===== config.mk =====
export PLATFORM = sky130hd
export DESIGN_NAME = lcdf_div
export DESIGN_NICKNAME = d
export VERILOG_FILES = /design/src/hw/rtl/lcdf_pkg.sv /design/src/hw/rtl/lcdf_div.sv
export SDC_FILE = /design/constraint.sdc
export NUM_CORES = 1
export LEC_CHECK = 0
export BUFFER_PORTS_ARGS = -buffer_cell sky130_fd_sc_hd__buf_2
export CAP_MARGIN = 20
export CORE_MARGIN = 8
export CORE_UTILIZATION = 57
export DETAILED_ROUTE_END_ITERATION = 8
export GPL_ROUTABILITY_DRIVEN = 1
export PLACE_DENSITY = 0.86
export SETUP_SLACK_MARGIN = 0.2
export SKIP_CTS_REPAIR_TIMING = 1
export SLEW_MARGIN = 20
export SYNTH_ARGS = -nofsm -noshare
export SYNTH_HDL_FRONTEND = slang
export SYNTH_SLANG_ARGS = --single-unit

===== constraint.sdc =====
create_clock -name clk -period 4.05 [get_ports clk]
set_input_delay 0.2025 -clock clk [delete_from_list [all_inputs] [get_ports clk]]
set_output_delay 0.2025 -clock clk [all_outputs]
set_load 0.02 [all_outputs]

===== src/hw/rtl/lcdf_pkg.sv =====
// shared constants for the luminance cdf table
// field widths, rec.709 weights in q0.16 and command codes; no dependencies
package lcdf_pkg;

  localparam int unsigned MAX_PIXELS_DEF = 4096;

  localparam int unsigned CH_W    = 16;  // q8.8 color channel
  localparam int unsigned LUM_W   = 16;  // q8.8 luminance
  localparam int unsigned TOTAL_W = 28;  // running prefix sum
  localparam int unsigned Q_W     = 16;  // q0.16 ratio
  localparam int unsigned IDX_W   = 12;  // entry_index port
  localparam int unsigned CMD_W   = 2;

  localparam logic [CH_W:0] W_RED   = 17'd13933;
  localparam logic [CH_W:0] W_GREEN = 17'd46871;
  localparam logic [CH_W:0] W_BLUE  = 17'd4732;

  localparam logic [Q_W-1:0] Q16_MAX = '1;

  localparam logic [CMD_W-1:0] CMD_CLEAR = 2'd0;
  localparam logic [CMD_W-1:0] CMD_LOAD  = 2'd1;
  localparam logic [CMD_W-1:0] CMD_READ  = 2'd2;

  typedef enum logic [3:0] {
    S_IDLE = 4'b0001,
    S_LUM  = 4'b0010,
    S_RD   = 4'b0100,
    S_DIV  = 4'b1000
  } state_t;

endpackage


===== src/hw/rtl/lcdf_div.sv =====
// radix-2 restoring divider for floor(num * 2^16 / den), saturated to q0.16
// expects num <= den; depends on lcdf_pkg
module lcdf_div
  import lcdf_pkg::*;
#(
  parameter int unsigned W = LUM_W
) (
  input  logic           clk,
  input  logic           rst,
  input  logic           start,
  input  logic [W-1:0]   num,
  input  logic [W-1:0]   den,
  output logic           valid,
  output logic [Q_W-1:0] quot
);

  localparam int unsigned STEPS = Q_W + 1;
  localparam int unsigned CNT_W = $clog2(STEPS + 1);

  logic [W:0]       rem;
  logic [W-1:0]     den_q;
  logic             den_zero;
  logic [Q_W:0]     qsh;
  logic [CNT_W-1:0] cnt;
  logic             running;
  logic [W+1:0]     diff;
  logic             fits;
  logic [W-1:0]     rem_sub;

  always_comb begin
    diff    = {1'b0, rem} - {2'b00, den_q};
    fits    = !diff[W+1];
    rem_sub = fits ? diff[W-1:0] : rem[W-1:0];
  end

  assign valid = running && (cnt == '0);

  always_comb begin
    if (den_zero)     quot = '0;
    else if (qsh[Q_W]) quot = Q16_MAX;
    else              quot = qsh[Q_W-1:0];
  end

  always_ff @(posedge clk) begin
    if (rst) begin
      running <= 1'b0;
      cnt     <= '0;
    end else if (start) begin
      running  <= 1'b1;
      cnt      <= CNT_W'(STEPS);
      rem      <= {1'b0, num};
      den_q    <= den;
      den_zero <= (den == '0);
      qsh      <= '0;
    end else if (running) begin
      if (cnt == '0) begin
        running <= 1'b0;
      end else begin
        cnt <= cnt - 1'b1;
        qsh <= {qsh[Q_W-1:0], fits};
        rem <= {rem_sub, 1'b0};
      end
    end
  end

endmodule


After elaboration in Yosys (flattened, before gate mapping)
Cells that the tools add are included.
{"block": "word_totals", "regBits": 57, "out_inout_bits": 17}
{"block": "classes", "addsub": 2, "eq_ne": 1, "muxes": 14, "bitwise": 2, "reduce_logical": 10}
{"operator": "$mux 17", "count": 4}
{"operator": "$mux 16", "count": 4}
{"operator": "$sub 17x16->18", "count": 1}
{"operator": "$logic_not 16->1", "count": 1}
{"operator": "$mux 5", "count": 3}
{"operator": "$reduce_and 2->1", "count": 3}
{"operator": "$logic_not 5->1", "count": 1}
{"operator": "$sub 5x1->5 const B", "count": 1}
{"operator": "$mux 1", "count": 3}
{"operator": "$reduce_and 3->1", "count": 1}
{"operator": "$ne 2x2->1 const B", "count": 1}
{"operator": "$not 1->1", "count": 2}
{"operator": "$reduce_bool 2->1", "count": 1}
{"operator": "$reduce_or 2->1", "count": 1}
{"operator": "$logic_and 1x1->1", "count": 1}
{"operator": "$logic_not 1->1", "count": 1}

Logic depth before layout (Yosys ltp)
Gate-level depths: netlist of run 1.
{"block": "logic_depth", "ltp_word": 5, "mapped_depth": 10, "depth_no_buf": 10}

Worst setup path before layout of run 1
No wires, ideal clock.
{"block": "synth_path", "path_kind": "reg2reg", "startpoint": "reg cnt[0]", "endpoint": "reg qsh[0], enable pin", "setup_time_ps": 425, "arrival_time_ps": 2563, "setup_slack_ps": 1062, "path_stages_with_launch": 8, "n_path_buf": 1, "period_less_slack_ps": 2988, "path_cell_list": "dfxtp_1 inv_1 ha_1 nor4b_1 nor2b_1 clkbuf_1 nor2_1 nor2_1"}
{"block": "synth_via", "elab_chain_cells": 3}
{"element": "start: declaration", "line_no": "lcdf_div.sv:24", "source": "logic [CNT_W-1:0] cnt;"}
{"element": "start signal: assignment", "line_no": "lcdf_div.sv:50", "source": "cnt <= CNT_W'(STEPS);"}
{"element": "start signal: assignment", "line_no": "lcdf_div.sv:59", "source": "cnt <= cnt - 1'b1;"}
{"element": "$logic_not 5->1", "line_no": "lcdf_div.sv:56", "source": "if (cnt == '0) begin"}
{"element": "$ne 2x2->1 (no line)"}
{"element": "$reduce_and 3->1 (no line)"}
{"element": "end signal: assignment", "line_no": "lcdf_div.sv:60", "source": "qsh <= {qsh[Q_W-1:0], fits};"}
{"element": "end: declaration", "line_no": "lcdf_div.sv:23", "source": "logic [Q_W:0] qsh;"}
Every way passes these cells.
A chain may end at the register's enable or synchronous reset.

Worst setup path after layout of run 1
{"block": "layout_path", "startpoint": "reg rem[9]", "endpoint": "reg rem[9], data pin"}
{"block": "layout_via", "elab_chain_cells": 5}
{"element": "start: declaration", "line_no": "lcdf_div.sv:20", "source": "logic [W:0] rem;"}
{"element": "start signal: assignment", "line_no": "lcdf_div.sv:51", "source": "rem <= {1'b0, num};"}
{"element": "start signal: assignment", "line_no": "lcdf_div.sv:61", "source": "rem <= {rem_sub, 1'b0};"}
{"element": "$sub 17x16->18", "line_no": "lcdf_div.sv:31", "source": "diff = {1'b0, rem} - {2'b00, den_q};"}
{"element": "$mux 16", "line_no": "lcdf_div.sv:33", "source": "rem_sub = fits ? diff[W-1:0] : rem[W-1:0];"}
{"element": "$mux 17", "line_no": "lcdf_div.sv:56"}
{"element": "$mux 17", "line_no": "lcdf_div.sv:55", "source": "end else if (running) begin"}
{"element": "$mux 16", "line_no": "lcdf_div.sv:48", "source": "end else if (start) begin"}
Every way passes these cells. The select of a mux whose other input is x is not followed.

==> results of run 1 <==
==> synthesized netlist by cell type (2+ instances only) <==
| cell type | n | area share [%] |
|---|---|---|
| a211oi_1 | 2 | 0.45 |
| a21o_1 | 3 | 0.67 |
| a21oi_1 | 10 | 1.5 |
| a31o_2 | 2 | 0.52 |
| a31oi_1 | 7 | 1.3 |
| a41oi_1 | 4 | 1.0 |
| and2_1 | 7 | 1.3 |
| and3_1 | 2 | 0.37 |
| buf_1 | 2 | 0.22 |
| buf_6 | 2 | 0.67 |
| clkbuf_1 | 11 | 1.2 |
| dfxtp_1 | 6 | 3.6 |
| edfxtp_1 | 51 | 46 |
| ha_1 | 18 | 6.7 |
| inv_1 | 23 | 2.6 |
| nand2_1 | 17 | 1.9 |
| nand2b_1 | 3 | 0.56 |
| nand3_1 | 8 | 1.2 |
| nand4_1 | 4 | 0.75 |
| nor2_1 | 54 | 6.1 |
| nor2b_1 | 18 | 3.4 |
| nor3_1 | 5 | 0.75 |
| nor4_1 | 5 | 0.94 |
| o21ai_0 | 4 | 0.60 |
| o21ai_1 | 8 | 1.2 |
| o311ai_1 | 2 | 0.52 |
| o31ai_1 | 6 | 1.3 |
| xnor2_1 | 12 | 3.1 |
| xor2_1 | 4 | 1.0 |
==> layout make-up <==
class / count / area (um^2)
Inverter: 24 / 90.1
Tap cell: 75 / 93.8
Fill cell: 432 / 1910
Clock inverter: 3 / 65.1
Clock buffer: 12 / 155
Multi-Input combinational cell: 231 / 1530
Timing Repair Buffer: 55 / 285
Sequential cell: 57 / 1650
==> worst min-delay path by stage <==
stage / slack (ns) / start / endpoint / depth (start not counted)
2_1_floorplan: 0.30 / den[0] / den_q[0]$_DFFE_PP_ / 0
3_5_place_dp: 0.40 / den[2] / den_q[2]$_DFFE_PP_ / 1
4_1_cts: 0.04 / den[2] / den_q[2]$_DFFE_PP_ / 1
3_3_place_gp: 0.40 / den[2] / den_q[2]$_DFFE_PP_ / 1
6_report: 0.05 / den[5] / den_q[5]$_DFFE_PP_ / 1
5_1_grt: 0.05 / den[5] / den_q[5]$_DFFE_PP_ / 1
==> sequential cells by signal, indices dropped and copies added (netlist names) <==
register,flops
running,1
den_zero,1
den_q,16
qsh,17
cnt,5
rem,17
==> per-layer routing <==
metal	global-route usage, %	vias to the layer above	part of all wire (%)	routed length (um)
met5	0	-	0	0
met3	5.91	30	8.9	730
met4	11.0	0	2.9	239
li1	-	1282	-	-
met2	30.9	150	46	3820
met1	24.7	1283	42	3450
==> critical path: cells and delay by family (launching register included) <==
family                     cells  cell delay [ns]
and+or+nand+nor                2             0.71
adders and majority gates      1             0.39
AOI/OAI and AO/OA              4             1.05
DFF                            1             0.44
==> per-stage QoR <==
stage / worst slack, ns / area (um^2) / hold WS, ns / util [%]
3_5_place_dp: 1.29 / 3650 / 0.395 / 63.1
3_3_place_gp: 1.35 / 3650 / 0.395 / 63.1
6_report: 1.20 / 3870 / 0.0532 / 66.9
2_1_floorplan: 1.06 / 3340 / 0.301 / -
4_1_cts: 1.22 / 3870 / 0.0441 / 66.9
5_1_grt: 1.09 / 3870 / 0.0471 / 66.9
==> cells by family (layout without fill, tap and decap cells) <==
family / Yosys count / in the layout
fa+ha+maj: 19 / 19
mux: 1 / 1
compound gates: 66 / 66
xor+xnor: 16 / 16
simple gates: 129 / 129
flops: 57 / 57
buf+inv: 40 / 94
==> power by group through the flow <==
stage / registers [uW] / logic, uW / clock network (uW)
6_report: 724 / 395 / 606
5_1_grt: 729 / 429 / 630
4_1_cts: 723 / 387 / 609
3_5_place_dp: 735 / 376 / 0
3_3_place_gp: 733 / 365 / 0
2_1_floorplan: 724 / 290 / 0
==> metrics.cfg, run 1 <==
[status]
status=finished, final reports clean

[floorplanning]
fp.dieH_um=92.6
rows=28
die_x_um=92.6
initial_core_util_pct=57.8
core-area_mm2=0.00578
num_io_pins=52
die-area_mm2=0.00857

[cts]
clkTransAtPathRegs_ns=0.07
cts.sinks=57
cts_tree=built
clkLatencyLatePin_ns=0.34
h-tree-depth=3
cts_buffers=9
cts_buffer_depth=2
root_buffer=clkbuf_8

[setup_path]
worstPathArrival_ns=2.94
reg2reg_depth=7
r2r_end=rem[9]$_DFFE_PP_
critPathLaunch=rem[9]$_DFFE_PP_
path_class=register to register
required_ns=4.14
cp-end-kind=register
path_cells=ha_1 > and3_1 > a21boi_1 > or4_4 > o211ai_4 > a211oi_1 > a311o_1
cp_max_fo=14
crit_path_end=rem[9]$_DFFE_PP_
cpMaxStageDelayCell=or4_4
critPathMaxStageDelay_ns=0.52
timing.rr.start=rem[9]$_DFFE_PP_
reg2reg_setup_slack_ns=1.20
cp-start-kind=register

[drt]
wl_um=8240
avgRoutedWirePerCell_um=18.0
via_per_inst=6.01
antenna_left=0
dr.first_iter.drc_count=367
dr_total_vias=2745
drc=0
firstDrtPassIters=6

[global_route]
grt.total_usage_pct=20.0
grt_max_degree=41
grt_overflow=0
first_global_vias=2829
grt_antenna_before_repair=0
grt_first_pass_wirelength_um=13700

[logic_synthesis]
synth.distinct_cells=57
synthMuxAreaShare_pct=0.299
ys_warn_count=0
synthesis.nets=382
syn_inst=328
ys_seq_elements=57
yosysSeqAreaShare_pct=49.4
synth_adder_area_share_pct=7.34
synth-compound-area-share_pct=14.7
netlist_area_mm2=0.00334
synthSimpleGateAreaFrac_pct=19.0
synth_top_family_by_area=simple AND/OR/NAND/NOR gates
avgSynthCellArea_um2=10.2
synth-edff-count=51
synth-xor-area-share_pct=4.19
async_flop_share_pct=0
ys.flop_type=edfxtp_1

[timing]
finalClockSkew_ns=0.0142
drv_slew=0
setup-violations-final=0
period_share_pct=70.4
hold_viol=0
rsz0062_at_grt=false
clock.fmax_mhz=351
slew_headroom_pct=51.8
tns_ns=0
worst_pin_slew_ns=0.724
fin_crit_ns=2.85

[power]
total_power_uw=1730
seq_power_share_pct=42.0
netSwitchingFraction_pct=28.6
power_density_mw_per_mm2=446
leakage_uw=0.00160
ir_worst_vdd_uv=254
p_switching_uw=493
pwr-share-comb_pct=22.9
p_int_uw=1230
pwr-share-clk_pct=35.1

[layout]
final_common_cell=nor2_1
final_net_count=432
num_antenna_cells=0
drive_gt1_share_pct=21.5
layout.cells.non_filler=457
mostFrequentLayoutCells=nor2_1 (53), edfxtp_1 (51), buf_2 (51), inv_1 (23)
area_delta_synth_final_pct=15.7

[placed_design]
gp_congestion=0.900
dpl.cell_count=442
dp_hpwl_um=5430
port_buffers=51

[worst_hold_path]
min_path_type=input port to register

[job]
maxCapViolCount=0

(Power assumes the default switching activity.)
==> run 2, diff against run 1 <==
--- a/config.mk
+++ b/config.mk
@@ -8,10 +8,10 @@
 export BUFFER_PORTS_ARGS = -buffer_cell sky130_fd_sc_hd__buf_2
 export CAP_MARGIN = 20
 export CORE_MARGIN = 8
-export CORE_UTILIZATION = 57
+export CORE_UTILIZATION = 51
 export DETAILED_ROUTE_END_ITERATION = 8
 export GPL_ROUTABILITY_DRIVEN = 1
-export PLACE_DENSITY = 0.86
+export PLACE_DENSITY = 0.82
 export SETUP_SLACK_MARGIN = 0.2
 export SKIP_CTS_REPAIR_TIMING = 1
 export SLEW_MARGIN = 20
==> constraint.sdc (replaced) <==
create_clock -name clk -period 2.6 [get_ports clk]
set_input_delay 0.13 -clock clk [delete_from_list [all_inputs] [get_ports clk]]
set_output_delay 0.13 -clock clk [all_outputs]
set_load 0.02 [all_outputs]
==> run 2 against run 1 <==
Net effect:
- utilization increased by 1.3 points
- via count is 2.1% higher
- total power increased by 61%
- die area is 9.7% higher
- critical path depth grew 2
- register-to-register slack worse by 1.2 ns
- flip-flop and latch count unchanged
- final area is 12% higher
==> metrics.cfg, run 2 (synthesis gave the netlist of run 1 again) <==
[status]
status=finished, final reports clean

[cts]
cts_tree=built
h-tree-depth=3
cts.sinks=57
cts_buffers=9
clkLatencyLatePin_ns=0.34
clkTransAtPathRegs_ns=0.07
root_buffer=clkbuf_8
cts_buffer_depth=2

[setup_path]
cp_max_fo=6
cp-end-kind=register
required_ns=2.69
path_class=register to register
reg2reg_depth=9
worstPathArrival_ns=2.65
cp-start-kind=register

[timing]
hold_viol=0
drv_slew=0
rsz0062_at_grt=true
fin_crit_ns=2.56
finalClockSkew_ns=0.0137
clock.fmax_mhz=391
worst_pin_slew_ns=0.787
slew_headroom_pct=47.5
setup-violations-final=0
period_share_pct=98.3

[placed_design]
gp_congestion=0.921
dpl.cell_count=452
port_buffers=51
dp_hpwl_um=5710

[floorplanning]
num_io_pins=52
die_x_um=97.0
core-area_mm2=0.00635
die-area_mm2=0.00940
fp.dieH_um=97.0
rows=29
initial_core_util_pct=52.7

[layout]
final_net_count=460
final_util_pct=68.2
mostFrequentLayoutCells=nor2_1 (53), edfxtp_1 (51), buf_2 (51), inv_1 (21), nor2b_1 (18)
reg_top3=qsh x17, rem x17, den_q x16
num_antenna_cells=0
layout.cells.non_filler=488
final_common_cell=nor2_1
drive_gt1_share_pct=29.2
area_delta_synth_final_pct=29.5

[power]
p_int_uw=1960
total_power_uw=2780
pwr-share-comb_pct=26.8
netSwitchingFraction_pct=29.5
power_density_mw_per_mm2=642
seq_power_share_pct=40.8
leakage_uw=0.00175
ir_worst_vdd_uv=579
p_switching_uw=820
pwr-share-clk_pct=32.4

[global_route]
grt_max_degree=40
grt_overflow=0
grt.total_usage_pct=16.9
grt_first_pass_wirelength_um=13000
first_global_vias=2747
grt_antenna_before_repair=0

[drt]
firstDrtPassIters=5
drc=0
dr_total_vias=2803
via_per_inst=5.74
avgRoutedWirePerCell_um=17.9
antenna_left=0
wl_um=8720
dr.first_iter.drc_count=237

[worst_hold_path]
holdPathStages=1
min_path_type=input port to register

[job]
maxCapViolCount=0

run 2: cell types whose count changed in the layout (fill, tap and decap cells not counted), moves of 5 or more:
cell,change
ha_1,-5
ha_4,+5
dlygate4sd3_1,+15
o21ai_2,+6
buf_4,+8
o21ai_1,-6
run 2: worst paths after layout:
| check | slack (ns) | endpoint | startpoint |
|---|---|---|---|
| setup / recovery | 0.04 | rem[16]$_SDFFCE_PP0P_ | den_q[7]$_DFFE_PP_ |
| hold / removal | 0.003 | den_q[12]$_DFFE_PP_ | den[12] |
| setup reg to reg | 0.04 | rem[16]$_SDFFCE_PP0P_ | den_q[7]$_DFFE_PP_ |
| hold reg to reg | 0.52 | cnt[1]$_SDFFE_PP0P_ | cnt[1]$_SDFFE_PP0P_ |
run 2: metal layers:
layer	track usage (%)	vias up	share of wire, %
li1	-	1336	-
met1	20.2	1339	43
met2	28.4	113	50
met3	3.34	15	5.5
met4	7.81	0	2.1
met5	0	-	0
run 2: worst max-delay path: stages, from the launching register on:
cell and delay [ns]:
edfxtp_1 0.41, inv_1 0.12, ha_4 0.23, a21oi_4 0.21, a21boi_4 0.09, or4_4 0.52
o211a_1 0.27, buf_6 0.16, o21ai_4 0.19, o32ai_1 0.12
run 2: area by class of cell:
cell class	instances	area, um^2
Clock inverter	4	70.1
Fill cell	430	2020
Multi-Input combinational cell	231	1730
Timing Repair Buffer	83	561
Clock buffer	12	135
Sequential cell	57	1650
Tap cell	77	96.3
Inverter	24	90.1
run 2: power by group through the flow:
stage	Combinational, uW	Sequential, uW	Clock, uW
global route	806	1140	936
detailed placement	613	1150	0
finish	745	1130	900
CTS	619	1130	897
global placement	595	1140	0
floorplan	459	1130	0
run 2: metrics by stage:
stage	worst slack, ns	hold slack, ns	area (um^2)	setup TNS (ns)
after floorplan	0.209	0.229	3380	0
after global placement	0.0761	0.324	3750	0
after detailed placement	0.00736	0.324	3750	0
after CTS	-0.0199	-0.0297	3960	-0.0199
after global routing	-0.00239	0.000580	4330	-0.00239
final	0.0435	0.00283	4330	0
==> run 3, diff against run 2 <==
--- a/config.mk
+++ b/config.mk
@@ -7,6 +7,7 @@
 export LEC_CHECK = 0
 export BUFFER_PORTS_ARGS = -buffer_cell sky130_fd_sc_hd__buf_2
 export CAP_MARGIN = 20
+export CORE_ASPECT_RATIO = 1.2
 export CORE_MARGIN = 8
 export CORE_UTILIZATION = 51
 export DETAILED_ROUTE_END_ITERATION = 8
==> run 3 against run 2 <==
Net effect:
- final area shrank 1.1%
- sequential power is essentially flat
- sequential share of layout area grew 0.43 points
- utilization shrank 1.4 points
- register-to-register slack gained 0.03 ns
- wire length shrank 8.0%
- global-route usage shrank 0.87 points
- critical path type unchanged
- largest power group unchanged
==> metrics.cfg, run 3 (synthesis gave the netlist of run 1 again) <==
[setup_path]
reg2reg_depth=7
path_cells=ha_4 > and3_4 > a21boi_4 > or4_4 > o211ai_4 > a211oi_1 > a311o_1
r2r_end=rem[9]$_DFFE_PP_
critPathMaxStageDelay_ns=0.59
required_ns=2.68
cp_max_fo=4
cp-end-kind=register
cpMaxStageDelayCell=or4_4
worstPathArrival_ns=2.60
path_class=register to register
cp-start-kind=register
timing.rr.start=rem[8]$_DFFE_PP_
reg2reg_setup_slack_ns=0.08

[cts]
cts_tree=built
cts.sinks=57
cts_buffer_depth=2
h-tree-depth=3
clkTransAtPathRegs_ns=0.07
root_buffer=clkbuf_8
cts_buffers=9
clkLatencyLatePin_ns=0.34

[global_route]
grt.total_usage_pct=16.0
grt_max_degree=40
grt_first_pass_wirelength_um=12300
first_global_vias=2695
grt_overflow=0
grt_antenna_before_repair=0

[floorplanning]
core-area_mm2=0.00641
die_x_um=89.9
fp.dieH_um=105
num_io_pins=52
initial_core_util_pct=52.2
die-area_mm2=0.00941
rows=32

[layout]
final_common_cell=nor2_1
mostFrequentLayoutCells=nor2_1 (53), edfxtp_1 (51), buf_2 (51), inv_1 (20), nor2b_1 (18)
drive_gt1_share_pct=29.4
final_net_count=464
reg_top3=qsh x17, rem x17, den_q x16
layout.cells.non_filler=500
num_antenna_cells=0
area_delta_synth_final_pct=28.1

[power]
ir_worst_vdd_uv=402
power_density_mw_per_mm2=595
leakage_uw=0.00173
total_power_uw=2550

[drt]
dr.first_iter.drc_count=328
firstDrtPassIters=4
antenna_left=0
drc=0
dr_total_vias=2744
avgRoutedWirePerCell_um=16.0
wl_um=8020
via_per_inst=5.49

[worst_hold_path]
hold_start=num[14]
holdPathStages=3
worstHoldEndpoint=rem[14]$_DFFE_PP_
min_path_type=input port to register

[status]
status=finished, final reports clean

[timing]
hold_viol=0
setup-violations-final=0
fin_crit_ns=2.52
rsz0062_at_grt=true
period_share_pct=97.0
worst_pin_slew_ns=0.804
clock.fmax_mhz=396
finalClockSkew_ns=0.00891
setup_ws_ns=0.0778
slew_headroom_pct=46.3
drv_slew=0

[placed_design]
gp_congestion=0.927
dp_hpwl_um=5550
dpl.cell_count=464
port_buffers=51
dp_slack_ns=-0.0287

[job]
maxCapViolCount=0

-- run 3: per-stage QoR --
stage / util (%) / area, um^2 / hold WS [ns] / setup TNS (ns)
global placement: 59.2 / 3790 / 0.321 / 0
floorplan: - / 3380 / 0.229 / 0
CTS: 61.7 / 3950 / -0.0305 / -0.0368
finish: 66.8 / 4280 / 0.0701 / 0
detailed placement: 59.2 / 3790 / 0.323 / -0.0887
global route: 66.8 / 4280 / 0.0821 / 0
-- run 3: how the worst max path moves through the flow --
stage / from / end / slack, ns / depth (start not counted)
after detailed placement: rem[9]$_DFFE_PP_ / rem[1]$_DFFE_PP_ / -0.03 / 7
after global routing: rem[0]$_SDFFCE_PN0P_ / rem[9]$_DFFE_PP_ / 0.008 / 10
after global placement: rem[7]$_DFFE_PP_ / rem[16]$_SDFFCE_PP0P_ / 0.05 / 7
after CTS: rem[9]$_DFFE_PP_ / rem[1]$_DFFE_PP_ / -0.03 / 7
after floorplan: rem[9]$_DFFE_PP_ / rem[9]$_DFFE_PP_ / 0.21 / 7
final: rem[8]$_DFFE_PP_ / rem[9]$_DFFE_PP_ / 0.08 / 7
-- run 3: worst max-delay path: cells and delay by family (launching register included) --
family | cells | cell delay, ns
flip-flops | 1 | 0.46
adder cells (fa/ha/maj) | 1 | 0.25
AND/OR/NAND/NOR | 2 | 0.73
AO/OA/AOI/OAI | 4 | 0.82
-- run 3: layer usage --
metal  part of all wire, %  routed length (um)  up-vias  global-route usage, %
li1                      -                   -     1347                      -
met5                     0                   0        -                      0
met4                   2.8                 227        0                   9.30
met2                    49                3910      103                   25.8
met3                   6.4                 517       20                   4.29
met1                    42                3360     1274                   18.9
-- run 3: area by class of cell --
class	count	area, um^2
fill	488	2120
multi-input combinational	232	1700
sequential	57	1650
timing repair buffer	86	578
clock buffer	10	128
tap	85	106
inverter	24	90.1
clock inverter	6	32.5
-- run 3: power breakdown --
part	internal, uW	total (uW)	switching, uW
Clock	339	700	360
Combinational	330	710	380
Sequential	1090	1140	50.0
Total	1760	2550	791
