## src/hw/rtl/lcdf_pkg.sv

```systemverilog
// shared constants for the luminance cdf table
// field widths, rec.709 weights in q0.16 and command codes; no dependencies
package lcdf_pkg;

  localparam int unsigned MAX_PIXELS_DEF = 4096;

  localparam int unsigned CH_W    = 16;  // q8.8 color channel
  localparam int unsigned LUM_W   = 16;  // q8.8 luminance
  localparam int unsigned TOTAL_W = 28;  // running prefix sum
  localparam int unsigned Q_W     = 16;  // q0.16 ratio
  localparam int unsigned IDX_W   = 12;  // entry_index port
  localparam int unsigned CMD_W   = 2;

  localparam logic [CH_W:0] W_RED   = 17'd13933;
  localparam logic [CH_W:0] W_GREEN = 17'd46871;
  localparam logic [CH_W:0] W_BLUE  = 17'd4732;

  localparam logic [Q_W-1:0] Q16_MAX = '1;

  localparam logic [CMD_W-1:0] CMD_CLEAR = 2'd0;
  localparam logic [CMD_W-1:0] CMD_LOAD  = 2'd1;
  localparam logic [CMD_W-1:0] CMD_READ  = 2'd2;

  typedef enum logic [3:0] {
    S_IDLE = 4'b0001,
    S_LUM  = 4'b0010,
    S_RD   = 4'b0100,
    S_DIV  = 4'b1000
  } state_t;

endpackage

```

## src/hw/rtl/lcdf_lum.sv

```systemverilog
// bit-serial rec.709 luminance: one bit of each channel per cycle, lsb first
// depends on lcdf_pkg for widths and weights
module lcdf_lum
  import lcdf_pkg::*;
(
  input  logic             clk,
  input  logic             rst,
  input  logic             start,
  input  logic [CH_W-1:0]  red,
  input  logic [CH_W-1:0]  green,
  input  logic [CH_W-1:0]  blue,
  output logic             valid,
  output logic [LUM_W-1:0] lum
);

  localparam int unsigned ACC_W = 2 * CH_W;
  localparam int unsigned CNT_W = $clog2(CH_W + 1);

  logic [CH_W-1:0]  red_sh, green_sh, blue_sh;
  logic [ACC_W-1:0] acc;
  logic [CNT_W-1:0] cnt;
  logic             running;
  logic [CH_W+1:0]  wsum;
  logic [ACC_W:0]   acc_next;

  // weights of the channels whose current bit is set
  always_comb begin
    wsum = '0;
    if (red_sh[0])   wsum = wsum + (CH_W+2)'(W_RED);
    if (green_sh[0]) wsum = wsum + (CH_W+2)'(W_GREEN);
    if (blue_sh[0])  wsum = wsum + (CH_W+2)'(W_BLUE);
    acc_next = {1'b0, acc} + {wsum[CH_W:0], {CH_W{1'b0}}};
  end

  assign valid = running && (cnt == '0);
  assign lum   = acc[ACC_W-1:CH_W];

  always_ff @(posedge clk) begin
    if (rst) begin
      running <= 1'b0;
      cnt     <= '0;
    end else if (start) begin
      running  <= 1'b1;
      cnt      <= CNT_W'(CH_W);
      acc      <= '0;
      red_sh   <= red;
      green_sh <= green;
      blue_sh  <= blue;
    end else if (running) begin
      if (cnt == '0) begin
        running <= 1'b0;
      end else begin
        cnt      <= cnt - 1'b1;
        acc      <= acc_next[ACC_W:1];
        red_sh   <= red_sh >> 1;
        green_sh <= green_sh >> 1;
        blue_sh  <= blue_sh >> 1;
      end
    end
  end

endmodule

```

## config.mk

```make
export PLATFORM = sky130hd
export DESIGN_NAME = lcdf_lum
export DESIGN_NICKNAME = d
export VERILOG_FILES = /design/src/hw/rtl/lcdf_pkg.sv /design/src/hw/rtl/lcdf_lum.sv
export SDC_FILE = /design/constraint.sdc
export NUM_CORES = 1
export LEC_CHECK = 0
export ABC_CLOCK_PERIOD_IN_PS = 7650
export BUFFER_PORTS_ARGS = -buffer_cell sky130_fd_sc_hd__clkbuf_2
export CORE_ASPECT_RATIO = 1.2
export CORE_MARGIN = 3
export CORE_UTILIZATION = 45
export CTS_BUF_LIST = sky130_fd_sc_hd__clkbuf_8
export CTS_CLUSTER_DIAMETER = 120
export CTS_CLUSTER_SIZE = 25
export DETAILED_ROUTE_END_ITERATION = 12
export PLACE_DENSITY = 0.69
export SKIP_CTS_REPAIR_TIMING = 1
export SLEW_MARGIN = 10
export SYNTH_ARGS = -nofsm -noshare
export SYNTH_HDL_FRONTEND = slang
export SYNTH_SLANG_ARGS = --single-unit
```

## constraint.sdc

```tcl
create_clock -name clk -period 7.65 [get_ports clk]
set_clock_uncertainty 0.1 [all_clocks]
set_input_delay 1.1475 -clock clk [delete_from_list [all_inputs] [get_ports clk]]
set_output_delay 1.1475 -clock clk [all_outputs]
set_load 0.02 [all_outputs]
```

Yosys cells after proc, flatten, opt, wreduce, memory -nomap -nowiden
Cells that the tools add are included.
{ "totals": {"n_memories": 0, "output_inout_bits": 17, "elab_cells": 41, "mem_bits_ro": 0, "latch_bits": 0, "ram_bits": 0, "reg_bits": 86, "in_bits": 51} }
{ "op_classes": {"n_mux": 20, "n_lt_le_gt_ge": 0, "n_shift": 0, "bitwise": 2, "n_eq_ne": 1, "div_mod_pow": 0, "n_reduce_logical": 7, "add_sub_neg": 4, "n_mul": 0} }
{ "ops": {"columns": ["operator", "n"], "rows": [
  ["2-to-1 mux 16 bit", 9],
  ["2-to-1 mux 32 bit", 2],
  ["2-to-1 mux 17 bit", 2],
  ["adder 32 x 33 -> 33 bit", 1],
  ["adder 14 x 16 -> 17 bit (second input constant)", 1],
  ["adder 17 x 13 -> 17 bit (second input constant)", 1],
  ["2-to-1 mux 5 bit", 3],
  ["2-to-1 mux 14 bit", 1],
  ["logical NOT 5 bit", 1],
  ["subtractor 5 x 1 -> 5 bit (second input constant)", 1],
  ["AND reduction 2 bit", 2],
  ["2-to-1 mux 1 bit", 3],
  ["AND reduction 3 bit", 1],
  ["inequality test 2 bit (second input constant)", 1],
  ["inverter 1 bit", 2],
  ["nonzero test 2 bit", 1],
  ["OR reduction 2 bit", 1],
  ["logical AND 1 bit", 1]
]} }

Depth between registers and ports, before layout
Gate-level depths: netlist (run 1).
{ "logic_depth": {"depth_word": 8, "mapped_depth": 10, "mapped_depth_nobuf": 10} }

Worst setup path before layout (run 1)
Ideal clock, no wire load.
{ "synth_path": {"kind": "input -> register", "start": "in start", "end": "reg acc[16] (enable)", "stages": 4, "slack_ps": 2624, "arrival_ps": 4440, "t_required_ps": 7064, "setup_time_ps": 486, "cell_sequence": "clkbuf_1 -> clkbuf_1 -> nor2_1 -> nor2_1"} }
{ "synth_via": {"elab_chain_len": 2} }
{ "synth_lines": {"columns": ["element", "line_no", "rtl"], "rows": [
  ["start: declaration", "lcdf_lum.sv:8", "input logic start,"],
  ["inequality test 2 bit (no line) / nonzero test 2 bit (equally long branches)", null, null],
  ["AND reduction 3 bit (no line) *", null, null],
  ["end signal: assignment", "lcdf_lum.sv:54", "acc <= acc_next[ACC_W:1];"],
  ["end: declaration", "lcdf_lum.sv:20", "logic [ACC_W-1:0] acc;"]
]} }
Mark *: on every way between the ends. The rest lies on a longest branch, timed or not.
A chain may end at the register's enable or synchronous reset.

Final worst setup path (run 1)
{ "layout_path": {"start": "reg green_sh[0]", "end": "reg acc[31] (data pin)"} }
{ "layout_via": {"elab_chain_len": 6} }
{ "layout_lines": {"columns": ["element", "line_no", "rtl"], "rows": [
  ["start: declaration", "lcdf_lum.sv:19", "logic [CH_W-1:0] red_sh, green_sh, blue_sh;"],
  ["start signal: assignment", "lcdf_lum.sv:47", "green_sh <= green;"],
  ["start signal: assignment", "lcdf_lum.sv:56", "green_sh <= green_sh >> 1;"],
  ["2-to-1 mux 17 bit *", "lcdf_lum.sv:30", "if (green_sh[0]) wsum = wsum + (CH_W+2)'(W_GREEN);"],
  ["adder 17 x 13 -> 17 bit", "lcdf_lum.sv:31", "if (blue_sh[0]) wsum = wsum + (CH_W+2)'(W_BLUE);"],
  ["2-to-1 mux 17 bit *", "lcdf_lum.sv:31", null],
  ["adder 32 x 33 -> 33 bit *", "lcdf_lum.sv:32", "acc_next = {1'b0, acc} + {wsum[CH_W:0], {CH_W{1'b0}}};"],
  ["2-to-1 mux 32 bit *", "lcdf_lum.sv:50", "if (cnt == '0) begin"],
  ["2-to-1 mux 32 bit *", "lcdf_lum.sv:49", "end else if (running) begin"]
]} }
Mark *: on every way between the ends. The rest lies on a longest branch, timed or not. The select of a mux whose other input is x is not followed.

==> results of run 1 <==
-- sequential cells by signal (all words and copies together) (netlist names) --
register  count
acc          16
cnt           5
green_sh     16
blue_sh      16
running       1
red_sh       16
-- synthesized netlist by cell type, types with 4 or more instances --
library cell  number  share of area
edfxtp_1          64           0.50
mux2_2            50           0.15
ha_1              24          0.078
nor2_1            22          0.022
a21oi_1           19          0.025
nand2_1           13          0.013
inv_1             12          0.012
nor3_1             9          0.012
xnor2_1            9          0.021
nor2b_1            8          0.013
o21ai_0            8          0.010
xor2_1             7          0.016
buf_1              6         0.0059
dfxtp_1            6          0.031
and2_1             4         0.0065
nand3_1            4         0.0052
-- worst register-to-register path: cells and delay by family, from the launching register on --
kind | cells | cell delay [ps]
adders and majority gates | 2 | 590
AOI/OAI and AO/OA | 3 | 540
and+or+nand+nor | 2 | 470
DFF | 1 | 430
muxes | 1 | 360
xor gates and xnor gates | 1 | 320
buffers and inverters | 1 | 160
-- through the flow --
stage	power, mW	area (um^2)	util	cells
finish	0.973	4480	0.546	491
global route	1.02	4480	0.546	491
CTS	0.985	4480	0.546	491
detailed placement	0.701	4290	0.524	475
global placement	0.695	4290	0.524	475
floorplan	0.645	3830	-	302
-- layer usage --
metal	global-route usage	wire (um)	vias to the layer above	share of wire
met3	0.0344	223	15	0.033
met4	0.0613	138	0	0.020
met5	0	0	-	0
met1	0.186	3090	1163	0.45
li1	-	-	1269	-
met2	0.242	3400	45	0.50
-- kinds of logic after synthesis --
logic type | Yosys count
AOI/OAI and AO/OA | 49
xor gates and xnor gates | 16
adders and majority gates | 25
buffers and inverters | 22
DFF | 70
muxes | 52
and+or+nand+nor | 68
-- final timing paths --
path	cells past startpoint	end	slack [ps]	from
worst max-delay path	10	acc[31]	4450	green_sh[0]
worst min register to register	2	cnt[1]	420	cnt[1]
worst max register to register	10	acc[31]	4450	green_sh[0]
worst min-delay path	2	cnt[1]	420	cnt[1]
-- final cells by class --
cell class / instances / area, um^2 / area share
clock buffer: 9 / 124 / 0.0277
inverter: 12 / 45.0 / 0.0101
clock inverter: 7 / 61.3 / 0.0137
multi-input combinational: 210 / 1710 / 0.383
tap: 114 / 143 / 0.0319
sequential: 70 / 2040 / 0.456
timing repair buffer: 69 / 350 / 0.0782
-- power by group through the flow --
stage,clock network [mW],registers (mW),logic (mW)
2_1_floorplan,0,0.485,0.160
3_3_place_gp,0,0.476,0.218
3_5_place_dp,0,0.477,0.223
4_1_cts,0.292,0.469,0.224
5_1_grt,0.303,0.471,0.251
6_report,0.283,0.468,0.222
==> run summary, run 1 <==
Status: completed
Commonest non-fill, non-tap cell in the layout: clkbuf_2
DR vias/cell: 5.08
Initial antenna violation count: 0
Core area: 8200 um^2
Root Driver: clkbuf_8
Place WS: 4260 ps
TritonCTS clock tree: done
CP required: 7650 ps
Register area share after synthesis: 0.533
Worst-Skew Late Latency: 340 ps
Final hold viol count: 0
Gate power share: 0.228
First-pass GRT wire length: 11,300 um
Fin worst setup slack: 4450 ps
DRT iter0 DRCs: 155
Maximum number of pins on one net before global-route repair: 75
Vias in the first global route: 2,463
Top delay family on crit path: adder cells
GRT Util Overall: 0.147
Slowest-stage cell, CP: edfxtp_1
Most frequent cells in the layout: clkbuf_2 (67), edfxtp_1 (64), mux2_2 (50), ha_1 (24), nor2_1 (21)
Psw: 293 uW
Clock power frac: 0.291
Hold WS: 423 ps
Int Pwr: 680 uW
Fin nets: 448
Worst path most repeated cell: ha_1
Startpoint types: flip-flop
Htree depth: 3
Compound-Gate Fraction of Synth Area: 0.0843
Clock tree sinks: 70
Syn nets: 378
CP Buf/Inv Count: 1
Rows: 36
Synthesized area per cell: 12.7 um^2
Synth Instances: 302
Synth Area in Simple Gates: 0.0869
Post-DP HPWL: 4890 um
YS warnings: 0
Fmax: 312 MHz
Pre-antenna DRT Iters: 4
Area delta synth->final: 16.9%
Worst Hold Class: flip-flop to flip-flop
Routed WL: 6850 um
Slew Viols, Final: 0
Yosys cell types: 42
Arrival @ worst endpoint: 3200 ps
RSZ-0062 raised after global routing: false
Mux cell area share after synthesis: 0.154
Initial Util: 0.467
Critical path peak fanout: 5
Main combinational cell family by area after synthesis: multiplexers
Post-synth top flop: edfxtp_1
Leakage: 1.76 nW
I/O pins: 68
Port bufs: 67
Post-synth EDFFs: 64
Wire length per cell: 14.0 um
Period Utilization, post-route: 0.418
Final setup TNS: 0 ps
Relative slew margins: 0.455
Final setup violation count: 0
Die Span Y: 107 um
Fraction of layout cells with a size suffix above 1: 0.377
Maxcap violations: 0
Worst VDD drop: 0.000139 V
Tmin final: 3200 ps
Ant. Diodes: 0
Gp weighted congestion: 0.840
Final global-route overflow total: 0
Sw frac: 0.301
Layout fillers: 738
Mapped cell area: 3830 um^2
Seq pwr share: 0.481
Final ANT Viol Nets: 0
Synth Area in XOR/XNOR: 0.0366
Width of the chip: 90.2 um
Clock buffer depth: 2
DRC viols: 0
Flops & latches, synth: 70
Total CTS buffers: 9
Critical path type: flip-flop to flip-flop
Critical Path End Type: flip-flop
Worst Tran Pin Value: 817 ps
Pwr/cell area: 217 nW/um^2
Vias: 2,492
Post-Synth Adder-Cell Area: 0.0836
Slowest stage delay, CP: 430 ps
Die area: 9660 um^2
Worst path cell trace: inv_1, ha_1, nand2_1, xnor2_1, ha_1, a21oi_1, nor3b_1, a211oi_1, o21ai_0, mux2_2
Fraction of registers with async set/reset: 0
Clock-pin slew on the worst setup and hold paths: 80 ps
Note: power is estimated with default switching activity, not from simulation.
==> run 2: changes to the inputs <==
--- a/config.mk
+++ b/config.mk
@@ -5,7 +5,7 @@
 export SDC_FILE = /design/constraint.sdc
 export NUM_CORES = 1
 export LEC_CHECK = 0
-export ABC_CLOCK_PERIOD_IN_PS = 7650
+export ABC_CLOCK_PERIOD_IN_PS = 2800
 export BUFFER_PORTS_ARGS = -buffer_cell sky130_fd_sc_hd__clkbuf_2
 export CORE_ASPECT_RATIO = 1.2
 export CORE_MARGIN = 3
@@ -14,7 +14,7 @@
 export CTS_CLUSTER_DIAMETER = 120
 export CTS_CLUSTER_SIZE = 25
 export DETAILED_ROUTE_END_ITERATION = 12
-export PLACE_DENSITY = 0.69
+export PLACE_DENSITY = 0.72
 export SKIP_CTS_REPAIR_TIMING = 1
 export SLEW_MARGIN = 10
 export SYNTH_ARGS = -nofsm -noshare
==> constraint.sdc (replaced) <==
create_clock -name clk -period 2.8 [get_ports clk]
set_clock_uncertainty 0.1 [all_clocks]
set_input_delay 0.42 -clock clk [delete_from_list [all_inputs] [get_ports clk]]
set_output_delay 0.42 -clock clk [all_outputs]
set_load 0.02 [all_outputs]
==> run 2 against run 1 <==
Effect of this change: the flow now finishes with violations (negative setup slack); clock power grew to 3.4 times the previous value; die area is the same; sequential cell count is the same; critical path type unchanged; critical endpoint is now acc[27]; highest routed layer unchanged.
==> run summary, run 2 (same netlist as run 1, synthesis figures left out) <==
Fmax: 353 MHz (+13%)
Fin nets: 488 (+8.9%)
Fin area: 5120 um^2 (+14%)
DRT iter0 DRCs: 199 (+28%)
Final global-route overflow total: 0 (unchanged)
Slowest stage delay, CP: 400 ps (-30 ps)
CP Buf/Inv Count: 2 (+1)
Core area: 8200 um^2 (unchanged)
Top delay family on crit path: compound AO/OA/AOI/OAI gates
Final hold viol count: 0 (unchanged)
Layout fillers: 670 (-9.2%)
Gp weighted congestion: 0.934 (+11%)
Total CTS buffers: 9 (unchanged)
First-pass GRT wire length: 12,200 um (+7.4%)
Critical path type: flip-flop to flip-flop
Ant. Diodes: 0 (unchanged)
Slew Viols, Final: 0 (unchanged)
Clock buffer depth: 2 (unchanged)
Htree depth: 3 (unchanged)
Pwr/cell area: 602 nW/um^2 (+180%)
Commonest non-fill, non-tap cell in the layout: clkbuf_2
Pre-antenna DRT Iters: 4 (unchanged)
CP required: 2820 ps (-4830 ps)
Seq pwr share: 0.416 (-0.065)
Initial antenna violation count: 0 (unchanged)
Post-DP HPWL: 5540 um (+13%)
Clock power frac: 0.310 (+0.019)
Psw: 892 uW (+200%)
Failing checks: negative setup slack
Routed WL: 7870 um (+15%)
Initial Util: 0.467 (unchanged)
Relative slew margins: 0.634 (+0.179)
Dpl cell area: 4610 um^2 (+7.3%)
Vias in the first global route: 2,643 (+7.3%)
Overall Power: 3.08 mW (+220%)
Die area: 9660 um^2 (unchanged)
Root Driver: clkbuf_8
Sw frac: 0.289 (-0.0116)
Width of the chip: 90.2 um (unchanged)
Int Pwr: 2.19 mW (+220%)
Final Util: 0.624 (+0.0780)
DRC viols: 0 (unchanged)
Worst Tran Pin Value: 549 ps (-268 ps)
Final ANT Viol Nets: 0 (unchanged)
Most frequent cells in the layout: clkbuf_2 (67), edfxtp_1 (64), mux2_2 (47), buf_4 (38), nor2_1 (20)
GRT Util Overall: 0.160 (+0.0131)
Clock tree sinks: 70 (unchanged)
Maximum number of pins on one net before global-route repair: 55 (-27%)
Leakage: 2.02 nW (+15%)
DR vias/cell: 5.09 (+0.22%)
Worst-Skew Late Latency: 360 ps (+20 ps)
Wire length per cell: 14.8 um (+6.1%)
Worst path cell trace: inv_2, buf_4, ha_4, mux2_4, ha_4, o21a_1, nor2_2, a211o_4, a32oi_2, mux2_4
Port bufs: 67 (unchanged)
I/O pins: 68 (unchanged)
Worst VDD drop: 0.000318 V (+130%)
Startpoint types: flip-flop
Area delta synth->final: 33.6%
Clock-pin slew on the worst setup and hold paths: 90 ps (about the same)
Critical path peak fanout: 4 (-1)
TritonCTS clock tree: done
Fin worst setup slack: -32.9 ps (-4480 ps)
Gate power share: 0.273 (+0.045)
Fraction of layout cells with a size suffix above 1: 0.520 (+0.144)
Die Span Y: 107 um (unchanged)
Vias: 2,701 (+8.4%)
Slowest-stage cell, CP: edfxtp_1
RSZ-0062 raised after global routing: true
Worst Hold Class: input port to flip-flop
Maxcap violations: 0 (unchanged)
Tmin final: 2830 ps (-368 ps)
Period Utilization, post-route: 1.01 (+0.593)
Arrival @ worst endpoint: 2850 ps (-350 ps)
Status: complete, but fails checks
Rows: 36 (unchanged)
Final setup violation count: 3 (+3)
Critical Path End Type: flip-flop
run 2: cell count changes in the layout (fill, tap and decap cells not counted), sizes merged:
| cell | previous run | this run |
|---|---|---|
| clkinvlp | 2 | 1 |
| bufinv | 0 | 2 |
| clkinv | 0 | 1 |
| buf | 2 | 42 |
| inv | 17 | 15 |
run 2: final cells by class:
class | count | area [um^2] | share of cell area
repair buffers | 109 | 683 | 0.133
clock buffers | 9 | 124 | 0.0242
multi-input cells | 210 | 1980 | 0.386
well taps | 114 | 143 | 0.0279
clock inverters | 7 | 105 | 0.0205
flip-flops and latches | 70 | 2040 | 0.399
inverters | 12 | 45.0 | 0.00880
run 2: worst paths after layout:
check | from | endpoint | slack (ps) | depth (start not counted)
min | green[15] | green_sh[15] | 240 | 2
min reg2reg | cnt[1] | cnt[1] | 420 | 2
max | red_sh[0] | acc[27] | -30 | 10
max reg2reg | red_sh[0] | acc[27] | -30 | 10
run 2: metal layers:
layer	part of all wire	up-vias	wire length (um)	track usage
met1	0.42	1273	3310	0.195
met4	0.029	0	228	0.0766
met3	0.042	18	334	0.0421
li1	-	1334	-	-
met5	0	-	0	0
met2	0.51	76	3990	0.265
run 2: power by group through the flow:
stage	clock, mW	combinational (mW)	sequential (mW)
finish	0.956	0.842	1.28
global placement	0	0.708	1.30
global route	1.01	0.920	1.29
detailed placement	0	0.721	1.30
CTS	0.971	0.727	1.28
floorplan	0	0.438	1.32
run 2: through the flow:
stage,setup WS [ps],cells,hold WS [ps],setup TNS (ps)
4_1_cts,-187,529,233,-852
6_report,-32.9,531,245,-70.3
5_1_grt,-142,531,244,-609
3_5_place_dp,-170,513,413,-735
2_1_floorplan,13.6,302,387,0
3_3_place_gp,-161,513,406,-544
==> run 3: changes to the inputs <==
--- a/config.mk
+++ b/config.mk
@@ -5,6 +5,7 @@
 export SDC_FILE = /design/constraint.sdc
 export NUM_CORES = 1
 export LEC_CHECK = 0
+export ABC_AREA = 1
 export ABC_CLOCK_PERIOD_IN_PS = 2800
 export BUFFER_PORTS_ARGS = -buffer_cell sky130_fd_sc_hd__clkbuf_2
 export CORE_ASPECT_RATIO = 1.2
@@ -20,3 +21,4 @@
 export SYNTH_ARGS = -nofsm -noshare
 export SYNTH_HDL_FRONTEND = slang
 export SYNTH_SLANG_ARGS = --single-unit
+export TNS_END_PERCENT = 5
==> run 3 against run 2 <==
Effect of this change: the flow now finishes without violations; non-clock buffer count down 36; worst hold slack worse by 18 ps; global-route usage increased by 1.0 points; maximum frequency rose by 9.6%; critical path depth grew 4; critical path type unchanged.
==> run summary, run 3 <==
Final hold viol count: 0 (unchanged)
Reg2reg end: acc[30]
Leakage: 2.43 nW (+20%)
Hold endpoint: running
Worst reg2reg path startpoint: green_sh[0]
Die area: 10,200 um^2 (+5.5%)
Fin nets: 654 (+34%)
DRC viols: 0 (unchanged)
Worst VDD drop: 0.000365 V (+15%)
Maxcap violations: 0 (unchanged)
Routed WL: 8260 um (+5.0%)
Worst path most repeated cell: nand2_1
Synth Instances: 507 (+68%)
Die Span Y: 110 um (+2.8%)
WHS Path Cells: 2 (unchanged)
YS warnings: 0 (unchanged)
Vias: 3,279 (+21%)
Post-synth top area share: 0.474 (-0.0280)
Fraction of registers with async set/reset: 0 (unchanged)
Worst Tran Pin Value: 637 ps (+87.4 ps)
Clock-pin slew on the worst setup and hold paths: 80 ps (about the same)
Relative slew margins: 0.576 (-0.0582)
Area delta synth->final: 16.7%
Initial antenna violation count: 0 (unchanged)
Clock tree sinks: 70 (unchanged)
Arrival @ worst endpoint: 2570 ps (-280 ps)
Worst Hold Class: input port to flip-flop
Initial Util: 0.469 (+0.00137)
Status: completed
Mapped cell area: 4060 um^2 (+5.9%)
Fmax: 387 MHz (+9.6%)
Slew Viols, Final: 0 (unchanged)
Pre-antenna DRT Iters: 4 (unchanged)
Ant. Diodes: 0 (unchanged)
Clock buffer depth: 2 (unchanged)
Count leader, synth: nand2_1
Largest cells by area after synthesis: edfxtp_1 (47%), nand2_1 (22%), ha_1 (7.4%), inv_1 (5.7%), a21oi_1 (3.5%)
Final setup violation count: 0 (-3)
Top delay family on crit path: adder cells
CP required: 2790 ps (-30 ps)
Maximum number of pins on one net before global-route repair: 63 (+15%)
Gp weighted congestion: 0.879 (-6.0%)
GRT Util Overall: 0.170 (+0.0102)
Overall Power: 2.71 mW (-12%)
Cell taking the most area after synthesis: edfxtp_1
Most frequent cells in the layout: nand2_1 (240), clkbuf_2 (67), edfxtp_1 (64), inv_1 (63), a21oi_1 (25)
Critical path type: flip-flop to flip-flop
Rows: 37 (+2.8%)
Worst-Skew Late Latency: 340 ps (-20 ps)
Wire length per cell: 11.8 um (-20%)
Pwr/cell area: 572 nW/um^2 (-5.0%)
I/O pins: 68 (unchanged)
Port bufs: 67 (unchanged)
Commonest non-fill, non-tap cell in the layout: nand2_1
Post-Place Cells: 682 (+33%)
Root Driver: clkbuf_8
R2R depth: 14 (+4)
Critical Path End Type: flip-flop
Slowest-stage cell, CP: edfxtp_1
Post-synth top flop: edfxtp_1
Startpoint types: flip-flop
Layout fillers: 825 (+23%)
Htree depth: 3 (unchanged)
Fraction of layout cells with a size suffix above 1: 0.175 (-0.345)
Final global-route overflow total: 0 (unchanged)
Most common library cells after synthesis: nand2_1 (240), edfxtp_1 (64), inv_1 (62)
Final ANT Viol Nets: 0 (unchanged)
Tmin final: 2580 ps (-249 ps)
Slowest stage delay, CP: 420 ps (+20 ps)
Yosys cell types: 26 (-38%)
Fin cells: 700 (+32%)
Width of the chip: 92.7 um (+2.7%)
Total CTS buffers: 9 (unchanged)
DR vias/cell: 4.68 (-7.9%)
First-pass GRT wire length: 14,100 um (+16%)
Critical hold path startpoint: rst
CP Buf/Inv Count: 2 (unchanged)
Register area share after synthesis: 0.503 (-0.0297)
Flops & latches, synth: 70 (unchanged)
Vias in the first global route: 3,281 (+24%)
Post-synth EDFFs: 64 (unchanged)
Period Utilization, post-route: 0.923 (-0.0888)
Syn nets: 583 (+54%)
DRT iter0 DRCs: 132 (-34%)
Worst path cell trace: inv_1, ha_2, xnor2_1, nor2_1, a21oi_2, ha_2, nand2_2, inv_1, nand2_1, nand2_1, a21oi_1, nand3_1, nand2_1, nor2_1
Core area: 8660 um^2 (+5.6%)
Post-DP HPWL: 6150 um (+11%)
Synthesized area per cell: 8.00 um^2 (-37%)
Critical path peak fanout: 5 (+1)
TritonCTS clock tree: done
R2R setup slack: 220 ps (+250 ps)
[run 3: cell types whose count changed after synthesis, moves of 8 or more]
cell	before	now
a21oi_1	19	28
mux2_2	50	0
nand2_1	13	240
xnor2_1	9	1
nor2b_1	8	0
inv_1	12	62
[run 3: worst max path at each step]
stage | start | end | slack [ps] | cells after the start
2_1_floorplan | start | acc[16] | 330 | 4
3_3_place_gp | green_sh[0] | acc[31] | 160 | 14
3_5_place_dp | green_sh[0] | acc[31] | 40 | 14
4_1_cts | green_sh[0] | acc[31] | 40 | 14
5_1_grt | green_sh[0] | acc[31] | -5 | 14
6_report | green_sh[0] | acc[30] | 220 | 14
[run 3: logic make-up after synthesis]
kind of cell | Yosys count | synth area share
AO/OA/AOI/OAI | 40 | 0.0500
XOR/XNOR | 4 | 0.00864
adder cells (fa/ha/maj) | 25 | 0.0789
buffers and inverters | 78 | 0.0768
flip-flops | 70 | 0.503
AND/OR/NAND/NOR | 290 | 0.282
[run 3: routing by layer]
| metal | wire length [um] | vias up | GRT usage |
|---|---|---|---|
| li1 | - | 1744 | - |
| met1 | 3670 | 1433 | 0.211 |
| met2 | 4030 | 87 | 0.292 |
| met3 | 430 | 15 | 0.0401 |
| met4 | 130 | 0 | 0.0628 |
| met5 | 0 | - | 0 |
[run 3: stage by stage]
stage / hold slack (ps) / setup WS (ps) / cell area (um^2) / util / TNS [ps]
after global placement: 375 / 160 / 4510 / 0.521 / 0
after floorplan: 357 / 328 / 4070 / - / 0
final: 226 / 216 / 4740 / 0.547 / 0
after global routing: 227 / -5.02 / 4740 / 0.547 / -5.14
after CTS: 214 / 39.8 / 4710 / 0.544 / 0
after detailed placement: 386 / 44.2 / 4510 / 0.521 / 0
[run 3: worst register-to-register path, stage by stage (launching register included)]
cell      delay [ps]
edfxtp_1         420
inv_1            140
ha_2             230
xnor2_1          150
nor2_1            80
a21oi_2          180
ha_2             360
nand2_2          120
inv_1             40
nand2_1           60
nand2_1           60
a21oi_1          180
nand3_1          100
nand2_1           70
nor2_1            50
[run 3: layout make-up]
type | count | area (um^2) | area share
clock buffers | 9 | 124 | 0.0261
clock inverters | 7 | 72.6 | 0.0153
multi-input cells | 359 | 1730 | 0.365
repair buffers | 73 | 380 | 0.0803
flip-flops and latches | 70 | 2040 | 0.431
inverters | 65 | 244 | 0.0515
well taps | 117 | 146 | 0.0309
[run 3: power by group]
| group | leakage (nW) | switching, mW | internal [mW] |
|---|---|---|---|
| Combinational | 1.67 | 0.400 | 0.218 |
| Clock | 0.103 | 0.402 | 0.415 |
| Sequential | 0.662 | 0.0343 | 1.24 |
| Total | 2.43 | 0.836 | 1.87 |
